==> src/sv/assert_macros.svh <==
// Assertion macros used by the classifier top level.
`ifndef ASSERT_MACROS_SVH
`define ASSERT_MACROS_SVH
`ifndef NO_ASSERTIONS
// Property must hold at every clock edge outside reset.
`define LPMC_ASSERT(lbl, clk, rst_n, prop, msg) \
	lbl: assert property (@(posedge clk) disable iff (!rst_n) prop) else $error(msg);
// Expression must never be true outside reset.
`define LPMC_ASSERT_NEVER(lbl, clk, rst_n, expr, msg) \
	lbl: assert property (@(posedge clk) disable iff (!rst_n) !(expr)) else $error(msg);
`else
`define LPMC_ASSERT(lbl, clk, rst_n, prop, msg)
`define LPMC_ASSERT_NEVER(lbl, clk, rst_n, expr, msg)
`endif
`endif

==> src/sv/lpmc_pkg.sv <==
// Types and constants of the prefix-match packet classifier.
package lpmc_pkg;
	localparam int unsigned RULE_ENTRIES_DEF = 16;
	localparam int unsigned HDR_BYTES_DEF    = 78;
	localparam int unsigned IDX_W            = 4;
	localparam int unsigned ADDR_W           = 128;
	localparam int unsigned L4_W             = 40;
	localparam int unsigned CNT_W            = 7;

	localparam logic [1:0] FN_KEY = 2'd0;
	localparam logic [1:0] FN_VAL = 2'd1;
	localparam logic [1:0] FN_PKT = 2'd2;
	localparam logic [1:0] FN_EOP = 2'd3;

	localparam logic [1:0] ACT_EMPTY   = 2'd0;
	localparam logic [1:0] ACT_ALLOW   = 2'd1;
	localparam logic [1:0] ACT_DROP    = 2'd2;
	localparam logic [1:0] ACT_DISRUPT = 2'd3;

	localparam logic [1:0] VD_PASS     = 2'd0;
	localparam logic [1:0] VD_DROP     = 2'd1;
	localparam logic [1:0] VD_REDIRECT = 2'd2;

	localparam logic [15:0] ETH_IPV4 = 16'h0800;
	localparam logic [15:0] ETH_IPV6 = 16'h86DD;
	localparam logic [7:0]  PROTO_TCP = 8'd6;
	localparam logic [7:0]  PROTO_UDP = 8'd17;
	localparam logic [7:0]  PFX_MAX   = 8'd128;
	localparam logic [7:0]  PCT_ALL   = 8'd100;
	localparam logic [31:0] DIV100_MAGIC = 32'h51EB851F;

	typedef struct packed {
		logic              key_we;
		logic              val_we;
		logic [IDX_W-1:0]  index;
		logic [7:0]        prefix;
		logic [ADDR_W-1:0] addr;
		logic [1:0]        action;
		logic [7:0]        pct;
		logic [L4_W-1:0]   l4;
		logic [31:0]       redir;
	} rule_wr_t;

	typedef struct packed {
		logic            found;
		logic [7:0]      len;
		logic [1:0]      action;
		logic [7:0]      pct;
		logic [L4_W-1:0] l4;
		logic [31:0]     redir;
	} best_t;

	typedef struct packed {
		logic  valid;
		best_t best;
	} tok_t;
endpackage

==> src/sv/lpmc_cell.sv <==
// One rule slot of the match chain: stores a rule, refines the passing best match.
module lpmc_cell #(
	parameter int unsigned INDEX = 0
) (
	input  logic                          clk,
	input  logic                          arst_n,
	input  lpmc_pkg::rule_wr_t            wr,
	input  logic [lpmc_pkg::ADDR_W-1:0]   key,
	input  lpmc_pkg::tok_t                tok_i,
	output lpmc_pkg::tok_t                tok_o
);
	import lpmc_pkg::*;

	localparam bit WRITABLE = INDEX < (1 << IDX_W);

	logic [ADDR_W-1:0] addr_q;
	logic [7:0]        prefix_q;
	logic [1:0]        act_q;
	logic [7:0]        pct_q;
	logic [L4_W-1:0]   l4_q;
	logic [31:0]       redir_q;
	logic              tok_v_q;
	best_t             best_q;
	logic              sel;
	logic [ADDR_W-1:0] mask;
	logic              hit;
	logic              take;

	assign sel  = WRITABLE && (wr.index == IDX_W'(INDEX));
	assign mask = ~({ADDR_W{1'b1}} >> prefix_q);
	assign hit  = (act_q != ACT_EMPTY) && (((key ^ addr_q) & mask) == '0);
	assign take = hit && (!tok_i.best.found || prefix_q > tok_i.best.len);

	always_ff @(posedge clk or negedge arst_n) begin
		if (!arst_n) begin
			prefix_q <= '0;
			act_q    <= ACT_EMPTY;
			tok_v_q  <= 1'b0;
		end else begin
			tok_v_q <= tok_i.valid;
			if (wr.key_we && sel) begin
				prefix_q <= wr.prefix;
			end
			if (wr.val_we && sel) begin
				act_q <= wr.action;
			end
		end
	end

	always_ff @(posedge clk) begin
		if (wr.key_we && sel) begin
			addr_q <= wr.addr;
		end
		if (wr.val_we && sel) begin
			pct_q   <= wr.pct;
			l4_q    <= wr.l4;
			redir_q <= wr.redir;
		end
		if (tok_i.valid) begin
			if (take) begin
				best_q <= '{found: 1'b1, len: prefix_q, action: act_q, pct: pct_q,
					l4: l4_q, redir: redir_q};
			end else begin
				best_q <= tok_i.best;
			end
		end
	end

	assign tok_o = '{valid: tok_v_q, best: best_q};
endmodule

==> config.mk <==
export PLATFORM = sky130hd
export DESIGN_NAME = lpmc_cell
export DESIGN_NICKNAME = d
export VERILOG_FILES = /design/src/sv/assert_macros.svh /design/src/sv/lpmc_pkg.sv /design/src/sv/lpmc_cell.sv
export SDC_FILE = /design/constraint.sdc
export NUM_CORES = 1
export LEC_CHECK = 0
export ABC_AREA = 1
export BUFFER_PORTS_ARGS = -buffer_cell sky130_fd_sc_hd__buf_4
export CAP_MARGIN = 20
export CORE_MARGIN = 1
export CORE_UTILIZATION = 23
export DETAILED_ROUTE_END_ITERATION = 6
export GPL_TIMING_DRIVEN = 0
export PLACE_DENSITY = 0.45
export SETUP_SLACK_MARGIN = 0.2
export SLEW_MARGIN = 20
export SYNTH_ARGS = -nofsm -noshare
export SYNTH_HDL_FRONTEND = slang
export SYNTH_SLANG_ARGS = --single-unit
==> constraint.sdc <==
create_clock -name clk -period 6.6 [get_ports clk]
set_input_delay 0.33 -clock clk [delete_from_list [all_inputs] [get_ports clk]]
set_output_delay 0.33 -clock clk [all_outputs]
set_load 0.02 [all_outputs]
### After elaboration in Yosys (flattened, before gate mapping)

Index checks and enable logic that the tools add are counted.

* flip-flop bits (word level): 310
* bits of input ports: 446
* output and inout port bits: 92
* logic and storage cells: 28

* order comparisons: 1
* shift operators: 1
* multiplexer cells: 1
* bitwise operators: 3
* reductions and logical operators: 9

Operators with widths (count)
* $and 128x128->128: 1
* $logic_not 128->1: 1
* $not 128->128: 1
* $shr 128x8->128 const A: 1
* $xor 128x128->128: 1
* $mux 90: 1
* $gt 8x8->1: 1
* $logic_and 1x1->1: 4
* $logic_not 4->1: 1
* $reduce_bool 2->1: 1
* $logic_not 1->1: 1
* $logic_or 1x1->1: 1

### Depth between registers and ports, before layout

Gate-level depths: netlist of run 1.

* depth in word-level cells: 7
* mapped depth: 20
* mapped depth without buffers: 17

### Least setup slack after synthesis of run 1

No wires, ideal clock.

* path kind: input port to flip-flop
* start: input port wr[221] (netlist name)
* end: register prefix_q[0]
* setup time: 333 ps
* arrival: 4471 ps
* data required time: 6267 ps
* path slack: 1795 ps
* cell stages on the path: 5
* cell sequence: nor2_1 -> nand3_1 -> clkinv_1 -> clkbuf_1 -> o21ai_0

* word-level cells in the longest chain between the ends: 2

Ends and longest elaborated chain
* start: declaration: line lpmc_cell.sv:7 `input lpmc_pkg::rule_wr_t wr,`
* $logic_not 4->1: line lpmc_cell.sv:29 `assign sel = WRITABLE && (wr.index == IDX_W'(INDEX));`
* $logic_and 1x1->1: line lpmc_cell.sv:41 `if (wr.key_we && sel) begin`
* end signal: assignment: line lpmc_cell.sv:42 `prefix_q <= wr.prefix;`
* end: declaration: line lpmc_cell.sv:17 `logic [7:0] prefix_q;`

Every way passes these cells.
A chain may end at the register's enable or synchronous reset.

### Worst setup path in the final report of run 1

* start: register prefix_q[3]
* end: register best_q, in the netlist tok_o[79] (data pin)

* word-level cells in the longest chain between the ends: 7
* elaborated cells on any way between the ends: 9

Ends and longest elaborated chain
* $shr 128x8->128: line lpmc_cell.sv:30 `assign mask = ~({ADDR_W{1'b1}} >> prefix_q);`
* $not 128->128: line lpmc_cell.sv:30
* $and 128x128->128: line lpmc_cell.sv:31 `assign hit = (act_q != ACT_EMPTY) && (((key ^ addr_q) & mask) == '0);`
* $logic_not 128->1: line lpmc_cell.sv:31
* $logic_and 1x1->1: line lpmc_cell.sv:31
* $logic_and 1x1->1 (*): line lpmc_cell.sv:32 `assign take = hit && (!tok_i.best.found || prefix_q > tok_i.best.len);`
* $mux 90 (*): line lpmc_cell.sv:60 `if (take) begin`
* end signal: assignment: line lpmc_cell.sv:61 `best_q <= '{found: 1'b1, len: prefix_q, action: act_q, pct: pct_q,`
* end signal: assignment: line lpmc_cell.sv:64 `best_q <= tok_i.best;`
* end: declaration: line lpmc_cell.sv:23 `best_t best_q;`

Mark *: on every way between the ends. The rest lies on a longest branch, timed or not.

==> key figures, run 1 <==
Worst setup path
  – Critical-path top delay cell: sky130_fd_sc_hd__nor2_1
  – Critical path data arrival time: 4.21 ns
  – Sort of element at the start of the critical path: register
  – Worst Reg2Reg Path Length in Cells: 15
  – Max stage delay on crit path: 0.68 ns
  – Critical Path RT: 7.03 ns
  – Most common cell type on the critical path: sky130_fd_sc_hd__nand2_1
  – Endpoint type of the worst setup path: register
  – Maximum fanout count along the critical path: 10
  – Critical path cell sequence: buf_2, clkinv_1, nor2_1, nand2_1, nand3_1, nor2_1, nand2_1, nor2_1, nand3_1, nand2_1, nand4_1, buf_4, buf_4, nand2_1, nand2_1
  – Critical path class: reg2reg

Yosys
  – Cell accounting for the most synthesized area: sky130_fd_sc_hd__edfxtp_1
  – Flip-flop and latch count after synthesis: 310
  – Most used flip-flop cell after synthesis: sky130_fd_sc_hd__edfxtp_1
  – Number of synthesized flops with an enable pin: 299
  – Yosys Warn Count: 0
  – Post-synthesis average cell area: 9.729 um2
  – Post-Synthesis Cells: 1549
  – Sequential fraction of the synthesis area: 0.6141
  – Largest cells by area after synthesis: sky130_fd_sc_hd__edfxtp_1 (60%), sky130_fd_sc_hd__nand2_1 (14%), sky130_fd_sc_hd__nand4_1 (4.1%)
  – Proportion of netlist area held by the largest area contributor: 0.5958
  – Nets in the synthesized netlist: 2003
  – Synth Cell Area: 0.01507 mm2
  – Top post-synthesis cells by count: sky130_fd_sc_hd__nand2_1 (563), sky130_fd_sc_hd__edfxtp_1 (299), sky130_fd_sc_hd__nor2_1 (153)
  – Share of synthesized registers carrying an async set or reset: 0.03548
  – Most frequent cell after synthesis: sky130_fd_sc_hd__nand2_1
  – Number of unique standard cell types used by synthesis: 32

Floorplan
  – Core footprint: 0.06458 mm2
  – Die Footprint: 0.06655 mm2
  – Row Count: 93
  – Height of the die: 258.0 um
  – Initial Util: 0.2333
  – Floorplan die width: 258.0 um
  – Total I/O pin count: 538

Clocking
  – Max clock buf depth: 3
  – Sinks on the clock net: 310
  – CTS clock-pin slew for the worst setup and hold paths: 0.06 ns
  – Insertion delay of the later-clocked pin in the worst-skew pair: 0.58 ns
  – Library cell used as clock root buffer: sky130_fd_sc_hd__clkbuf_16
  – H-Tree Depth: 2
  – Post-CTS Resized: 0
  – Count of hold buffers inserted by post-cts repair: 276
  – Number of buffers added by the clock tree synthesis step: 40
  – TritonCTS clock tree: built
  – Setup repair bufs after CTS: 0

Route
  – Drt total wl: 61590 um
  – Routed wire per std cell: 18.69 um
  – Count of TritonRoute iterations in the first routing pass: 5
  – Via density: 4.201
  – Number of DRC markers in iteration 0: 670
  – Number of nets with antenna violations after detailed routing: 0
  – Total number of vias: 13850
  – DRC violation count after routing: 0

GRT
  – Largest net degree at the start of global routing: 93
  – Antenna violations before repair: 8
  – Aggregate global routing overflow: 0
  – Total global-route track usage: 0.1803
  – Via count of the first global-routing pass: 14310
  – Wire length of the first global-routing pass: 89260 um

Finish
  – Synthesis-to-finish area growth: 61.52%
  – Finished Core Util: 0.3769
  – Final-layout fill cell count: 6474
  – Share of post-route cells with drive strength above 1: 0.2735
  – Fin nets: 2863
  – Design Area, Final: 0.02434 mm2
  – Area of combinational cells with multiple inputs: 0.004902 mm2
  – Seq. cell area: 0.009254 mm2

Power and ir drop
  – Peak VDD IR: 181.4 uV
  – Power density normalized to cell area: 240.3 mW/mm2
  – Static leakage: 10.88 nW

Timing
  – Pins Over Slew Limit: 0
  – Final period demand of the worst path: 3.781 ns
  – Final hold viol count: 0
  – Highest clock frequency the design can meet: 264.5 MHz
  – Relative slew slack: 0.4030
  – Clock Skews: 0.02103 ns
  – Unrepaired setup endpoints after global routing: false
  – Final setup violating endpoints: 0
  – Worst slew pin tran: 0.8955 ns
  – Tcrit/Tclk final: 0.5728

Run
  – Reported max-cap violation count: 0

Worst hold path
  – Type of the worst min-delay path: in2reg
  – Number of stages on the worst hold path: 3

Place
  – Port Buffers: 537
  – Instance area at placement: 0.02029 mm2
  – Placed wire-length estimate: 48260 um
  – Gp weighted congestion: 0.8548

Status
  – Run status: completed
-- cell families after synthesis --
kind of cell / share of synthesized area
flops: 0.6141
xor+xnor: 0.04417
mux: 0.001494
simple gates: 0.2525
compound gates: 0.01993
buf+inv: 0.06119
fa+ha+maj: 0.006643
-- power breakdown --
| group | internal [mW] | total (mW) | switching [mW] | leakage [nW] |
|---|---|---|---|---|
| Combinational | 0.555 | 1.38 | 0.821 | 7.37 |
| Clock | 1.26 | 2.18 | 0.927 | 0.615 |
| Sequential | 2.25 | 2.29 | 0.0362 | 2.90 |
| Total | 4.06 | 5.85 | 1.78 | 10.9 |
-- routing by layer --
metal | GRT usage | share of wire | vias to the layer above
met3 | 0.04329 | 0.072 | 94
met1 | 0.2109 | 0.40 | 6353
li1 | - | - | 6866
met2 | 0.3258 | 0.50 | 525
met5 | 0 | 0.00084 | -
met4 | 0.04980 | 0.022 | 10
-- metrics by stage --
step | TNS [ns] | hold slack (ns) | power (mW) | instances | setup WS, ns
after floorplan | 0 | 0.03441 | 2.950 | 1549 | 1.795
after global placement | -107.40 | 0.1862 | 3.560 | 2941 | -1.355
after detailed placement | 0 | 0.1925 | 3.570 | 2946 | 2.694
after CTS | 0 | 0.0001282 | 5.927 | 3294 | 2.651
after global routing | 0 | 0.01269 | 6.116 | 3296 | 2.504
final | 0 | 0.03219 | 5.848 | 3296 | 2.819
-- final timing paths --
check	slack [ns]	start	end
max	2.82	prefix_q[3]	tok_o[79]
min	0.03	wr[215]	prefix_q[5]
max reg2reg	2.82	prefix_q[3]	tok_o[79]
min reg2reg	0.56	act_q[0]	act_q[0]
max in group asynchronous	6.26	arst_n	prefix_q[7]
min in group asynchronous	0.15	arst_n	tok_v_q
-- flip-flops by register name, summed over array words and instances (netlist names) --
signal / count
tok_o: 91
pct_q: 8
addr_q: 128
redir_q: 32
prefix_q: 8
act_q: 2
tok_v_q: 1
l4_q: 40
-- placed cells by master, fill, tap and decap left out, types with 13 or more instances in the layout --
cell type,netlist,routed
sky130_fd_sc_hd__a21oi_1,13,13
sky130_fd_sc_hd__buf_4,10,546
sky130_fd_sc_hd__buf_6,17,19
sky130_fd_sc_hd__clkbuf_1,20,31
sky130_fd_sc_hd__clkbuf_16,0,40
sky130_fd_sc_hd__dlygate4sd3_1,0,276
sky130_fd_sc_hd__edfxtp_1,299,299
sky130_fd_sc_hd__inv_1,127,127
sky130_fd_sc_hd__nand2_1,563,563
sky130_fd_sc_hd__nand3_1,62,62
sky130_fd_sc_hd__nand4_1,99,99
sky130_fd_sc_hd__nor2_1,153,153
sky130_fd_sc_hd__o21ai_0,21,21
sky130_fd_sc_hd__o21ai_1,17,16
sky130_fd_sc_hd__xnor2_1,26,26
sky130_fd_sc_hd__xor2_1,50,50
-- critical path, delay by kind of cell, from the launching register on --
kind | cells | cell delay, ns
buffers and inverters | 4 | 1.14
flip-flops | 1 | 0.39
AND/OR/NAND/NOR | 11 | 2.09
-- area by class of cell --
type / instances / area share
Antenna cell: 2 / 0.0002056
Clock buffer: 52 / 0.04298
Multi-Input combinational cell: 1041 / 0.2014
Sequential cell: 310 / 0.3802
Inverter: 140 / 0.02159
Clock inverter: 20 / 0.009870
Tap cell: 855 / 0.04395
Timing Repair Buffer: 818 / 0.2833
Buffer: 58 / 0.01645
Note: power is estimated with default switching activity, not from simulation.
==> run 2, diff against run 1 <==
Settings changed: ABC_AREA 1 to 0, PLACE_DENSITY 0.45 to 0.47.
Clock period 6.6 ns to 3.1 ns, I/O delays scaled along.
==> run 2 against run 1 <==
The run now ends with negative setup slack left. Die area decreased by 7.3%. Worst setup slack got worse by 3.4 ns. Count of clock-buffer cells in the layout decreased by 2. Design area decreased by 2.3%. Critical path depth decreased by 3. Sequential power increased by 110%. Sequential cell count unchanged. Hold slack got worse by 0.015 ns. Power increased by 100%. Clock skew decreased by 0.0082 ns.
==> key figures, run 2 <==
Timing
  – Final hold viol count: 0 (unchanged)
  – Final setup TNS: -53.62 ns (was 0 ns)
  – Clock Skews: 0.01287 ns (was 0.02103 ns)
  – Slack of the critical path: -0.6287 ns (was 2.819 ns)
  – Final setup violating endpoints: 90 (was 0)
  – Worst slew pin tran: 0.9708 ns (was 0.8955 ns)
  – Final period demand of the worst path: 3.729 ns (was 3.781 ns)
  – Relative slew slack: 0.3528 (was 0.4030)
  – Highest clock frequency the design can meet: 268.2 MHz (was 264.5 MHz)
  – Pins Over Slew Limit: 0 (unchanged)
  – Tcrit/Tclk final: 1.203 (was 0.5728)
  – Unrepaired setup endpoints after global routing: true (was false)

Yosys
  – Sequential fraction of the synthesis area: 0.6629 (was 0.6141)
  – Number of synthesized flops with an enable pin: 299 (unchanged)
  – Multiplexer fraction of the synthesized cell area: 0.09940 (was 0.001495)
  – Nets in the synthesized netlist: 1338 (was 2003)
  – Synth Cell Area: 0.01396 mm2 (was 0.01507 mm2)
  – Post-Synthesis Cells: 884 (was 1549)
  – Flip-flop and latch count after synthesis: 310 (unchanged)
  – Yosys Warn Count: 0 (unchanged)
  – Synth Area in Compound Gates: 0.07690 (was 0.01993)
  – Number of unique standard cell types used by synthesis: 67 (was 32)
  – Top post-synthesis cells by count: sky130_fd_sc_hd__edfxtp_1 (299), sky130_fd_sc_hd__mux2_4 (86), sky130_fd_sc_hd__xor2_1 (85) (was sky130_fd_sc_hd__nand2_1 (563), sky130_fd_sc_hd__edfxtp_1 (299), sky130_fd_sc_hd__nor2_1 (153))
  – Cell accounting for the most synthesized area: sky130_fd_sc_hd__edfxtp_1 (unchanged)
  – Xor/xnor cell area share of the yosys netlist: 0.08031 (was 0.04417)
  – Most used flip-flop cell after synthesis: sky130_fd_sc_hd__edfxtp_1 (unchanged)
  – Proportion of netlist area held by the largest area contributor: 0.6432 (was 0.5958)
  – Largest cells by area after synthesis: sky130_fd_sc_hd__edfxtp_1 (64%), sky130_fd_sc_hd__mux2_4 (9.2%), sky130_fd_sc_hd__xor2_1 (5.3%) (was sky130_fd_sc_hd__edfxtp_1 (60%), sky130_fd_sc_hd__nand2_1 (14%), sky130_fd_sc_hd__nand4_1 (4.1%))
  – Area share of fa/ha/maj cells after synthesis: 0.007170 (was 0.006642)
  – Share of synthesized registers carrying an async set or reset: 0.03548 (unchanged)
  – Dominant combinational cell family by area after synthesis: multiplexers (was simple AND/OR/NAND/NOR gates)
  – Simple logic cell fraction of the synthesized area: 0.05118 (was 0.2525)
  – Post-synthesis average cell area: 15.79 um2 (was 9.729 um2)
  – Most frequent cell after synthesis: sky130_fd_sc_hd__edfxtp_1 (was sky130_fd_sc_hd__nand2_1)

GRT
  – Antenna violations before repair: 9 (was 8)
  – Via count of the first global-routing pass: 12070 (was 14310)
  – Wire length of the first global-routing pass: 78290 um (was 89260 um)
  – Aggregate global routing overflow: 0 (unchanged)
  – Total global-route track usage: 0.1768 (was 0.1803)
  – Largest net degree at the start of global routing: 93 (unchanged)

Worst setup path
  – Critical path cell sequence: buf_2, clkbuf_4, nand4_1, o22ai_1, a211o_1, nor4_4, nand4_1, a211oi_4, nand4_4, buf_12, buf_12, mux2_4 (was buf_2, clkinv_1, nor2_1, nand2_1, nand3_1, nor2_1, nand2_1, nor2_1, nand3_1, nand2_1, nand4_1, buf_4, buf_4, nand2_1, nand2_1)
  – Maximum fanout count along the critical path: 10 (unchanged)
  – Critical path data arrival time: 4.03 ns (was 4.21 ns)
  – Critical Path RT: 3.40 ns (was 7.03 ns)
  – Minimum setup slack among reg-to-reg paths: -0.63 ns (was 2.82 ns)
  – Sort of element at the start of the critical path: register (unchanged)
  – Endpoint type of the worst setup path: register (unchanged)
  – Critical path class: reg2reg (unchanged)
  – Critical-path top delay cell: sky130_fd_sc_hd__dfrtp_2 (was sky130_fd_sc_hd__nor2_1)
  – Crit path launch: prefix_q[1] (was prefix_q[3])
  – Max stage delay on crit path: 0.49 ns (was 0.68 ns)
  – Worst reg2reg startpoint: prefix_q[1] (was prefix_q[3])

Floorplan
  – Total I/O pin count: 538 (unchanged)
  – Core footprint: 0.05946 mm2 (was 0.06458 mm2)
  – Height of the die: 248.4 um (was 258.0 um)
  – Row Count: 89 (was 93)
  – Initial Util: 0.2348 (was 0.2333)
  – Die Footprint: 0.06168 mm2 (was 0.06655 mm2)
  – Floorplan die width: 248.4 um (was 258.0 um)

Worst hold path
  – Hold Path Origin: tok_i[84] (was wr[215])
  – Type of the worst min-delay path: in2reg (unchanged)

Finish
  – Leading cell types in the layout, fill and taps excluded: sky130_fd_sc_hd__buf_4 (553), sky130_fd_sc_hd__dlygate4sd3_1 (309), sky130_fd_sc_hd__edfxtp_1 (299) (was sky130_fd_sc_hd__nand2_1 (563), sky130_fd_sc_hd__buf_4 (546), sky130_fd_sc_hd__edfxtp_1 (299))
  – Final-layout fill cell count: 5598 (was 6474)
  – Register containing the most flip-flops in the final layout: addr_q (unchanged)
  – Synthesis-to-finish area growth: 70.37% (was 61.52%)
  – Share of post-route cells with drive strength above 1: 0.4283 (was 0.2735)
  – Most common cell after layout, fill and taps aside: sky130_fd_sc_hd__buf_4 (was sky130_fd_sc_hd__nand2_1)
  – Fin nets: 2242 (was 2863)
  – Largest register FFs: 128 (unchanged)

Clocking
  – Insertion delay of the later-clocked pin in the worst-skew pair: 0.56 ns (was 0.58 ns)
  – CTS clock-pin slew for the worst setup and hold paths: 0.06 ns (about the same)
  – TritonCTS clock tree: built (unchanged)
  – Library cell used as clock root buffer: sky130_fd_sc_hd__clkbuf_16 (unchanged)
  – Number of buffers added by the clock tree synthesis step: 38 (was 40)
  – Sinks on the clock net: 310 (unchanged)
  – H-Tree Depth: 2 (unchanged)
  – Max clock buf depth: 3 (unchanged)

Route
  – Drt total wl: 57050 um (was 61590 um)
  – Total number of vias: 11390 (was 13850)
  – Number of nets with antenna violations after detailed routing: 0 (unchanged)
  – Count of TritonRoute iterations in the first routing pass: 6 (was 5)
  – Number of DRC markers in iteration 0: 468 (was 670)
  – Via density: 4.393 (was 4.201)
  – Routed wire per std cell: 22.01 um (was 18.69 um)
  – DRC violation count after routing: 0 (unchanged)

Run
  – Reported max-cap violation count: 0 (unchanged)

Place
  – Gp weighted congestion: 0.9239 (was 0.8548)
  – Placed wire-length estimate: 42940 um (was 48260 um)
  – Minimum setup slack after placement: -1.250 ns (was 2.694 ns)
  – Port Buffers: 537 (unchanged)

Power and ir drop
  – Peak VDD IR: 427.0 uV (was 181.4 uV)
  – Static leakage: 9.716 nW (was 10.88 nW)
  – Power density normalized to cell area: 497.7 mW/mm2 (was 240.3 mW/mm2)
  – Total chip power: 11.84 mW (was 5.848 mW)

Status
  – Run status: finished with violations (was completed)
  – Violated checks: negative setup slack
==> run 2: repair_timing <==
item	CTS	global route
pin swaps	9	15
cloned	0	2
setup buffers	6	8
endpoints found under the hold margin	318	0
resized for setup	33	64
endpoints found under the setup margin	91	91
hold buffers	309	0
==> run 2: critical path: cells and delay by family, from the launching register on <==
kind                   cells  cell delay [ns]
and+or+nand+nor            4             0.96
AOI/OAI and AO/OA          3             0.85
buffers and inverters      4             0.84
DFF                        1             0.49
muxes                      1             0.32
==> run 2: worst paths after layout <==
| check | to | cells after the start |
|---|---|---|
| setup / recovery | tok_o[78] | 12 |
| min in group asynchronous | act_q[0] | 3 |
| max in group asynchronous | prefix_q[4] | 3 |
| setup reg to reg | tok_o[78] | 12 |
| hold / removal | tok_o[84] | 3 |
| hold reg to reg | tok_o[42] | 1 |
==> run 2: per-layer routing <==
layer,GRT usage,wire length (um),vias to the layer above
met1,0.1969,21340,5463
met3,0.04837,4681,138
met4,0.07245,2229,6
met5,0,37,-
met2,0.3158,28760,534
li1,-,-,5245
==> run 2: cell families (layout without fill, tap and decap cells) <==
| family | Yosys count | count (layout) |
|---|---|---|
| muxes | 95 | 95 |
| buffers and inverters | 57 | 985 |
| xor gates and xnor gates | 128 | 128 |
| and+or+nand+nor | 126 | 126 |
| DFF | 310 | 310 |
| adders and majority gates | 8 | 8 |
| other | 0 | 7 |
| AOI/OAI and AO/OA | 160 | 160 |
==> run 2: power by group <==
part	leakage (nW)	internal [mW]	switching [mW]
sequential	2.90	4.80	0.109
combinational	6.27	1.29	1.43
clock	0.552	2.40	1.81
total	9.72	8.49	3.35
==> run 2: through the flow <==
stage	instances	util	hold WS (ns)	area (um2)
floorplan	884	-	-0.1406	13990
global placement	2194	0.3194	0.01088	18990
detailed placement	2196	0.3209	0.01241	19080
CTS	2575	0.3947	0.004870	23470
global route	2589	0.3998	0.02478	23780
finish	2592	0.4000	0.01726	23780
==> run 2: area by class of cell <==
cell class	count	area, um2	share of cell area
antenna	7	17.52	0.0007365
clock inverter	14	122.6	0.005156
tap	773	967.2	0.04067
sequential	310	9260	0.3894
buffer	41	366.6	0.01541
inverter	16	62.56	0.002630
multi-input combinational	517	4618	0.1942
timing repair buffer	864	7351	0.3091
clock buffer	50	1017	0.04277
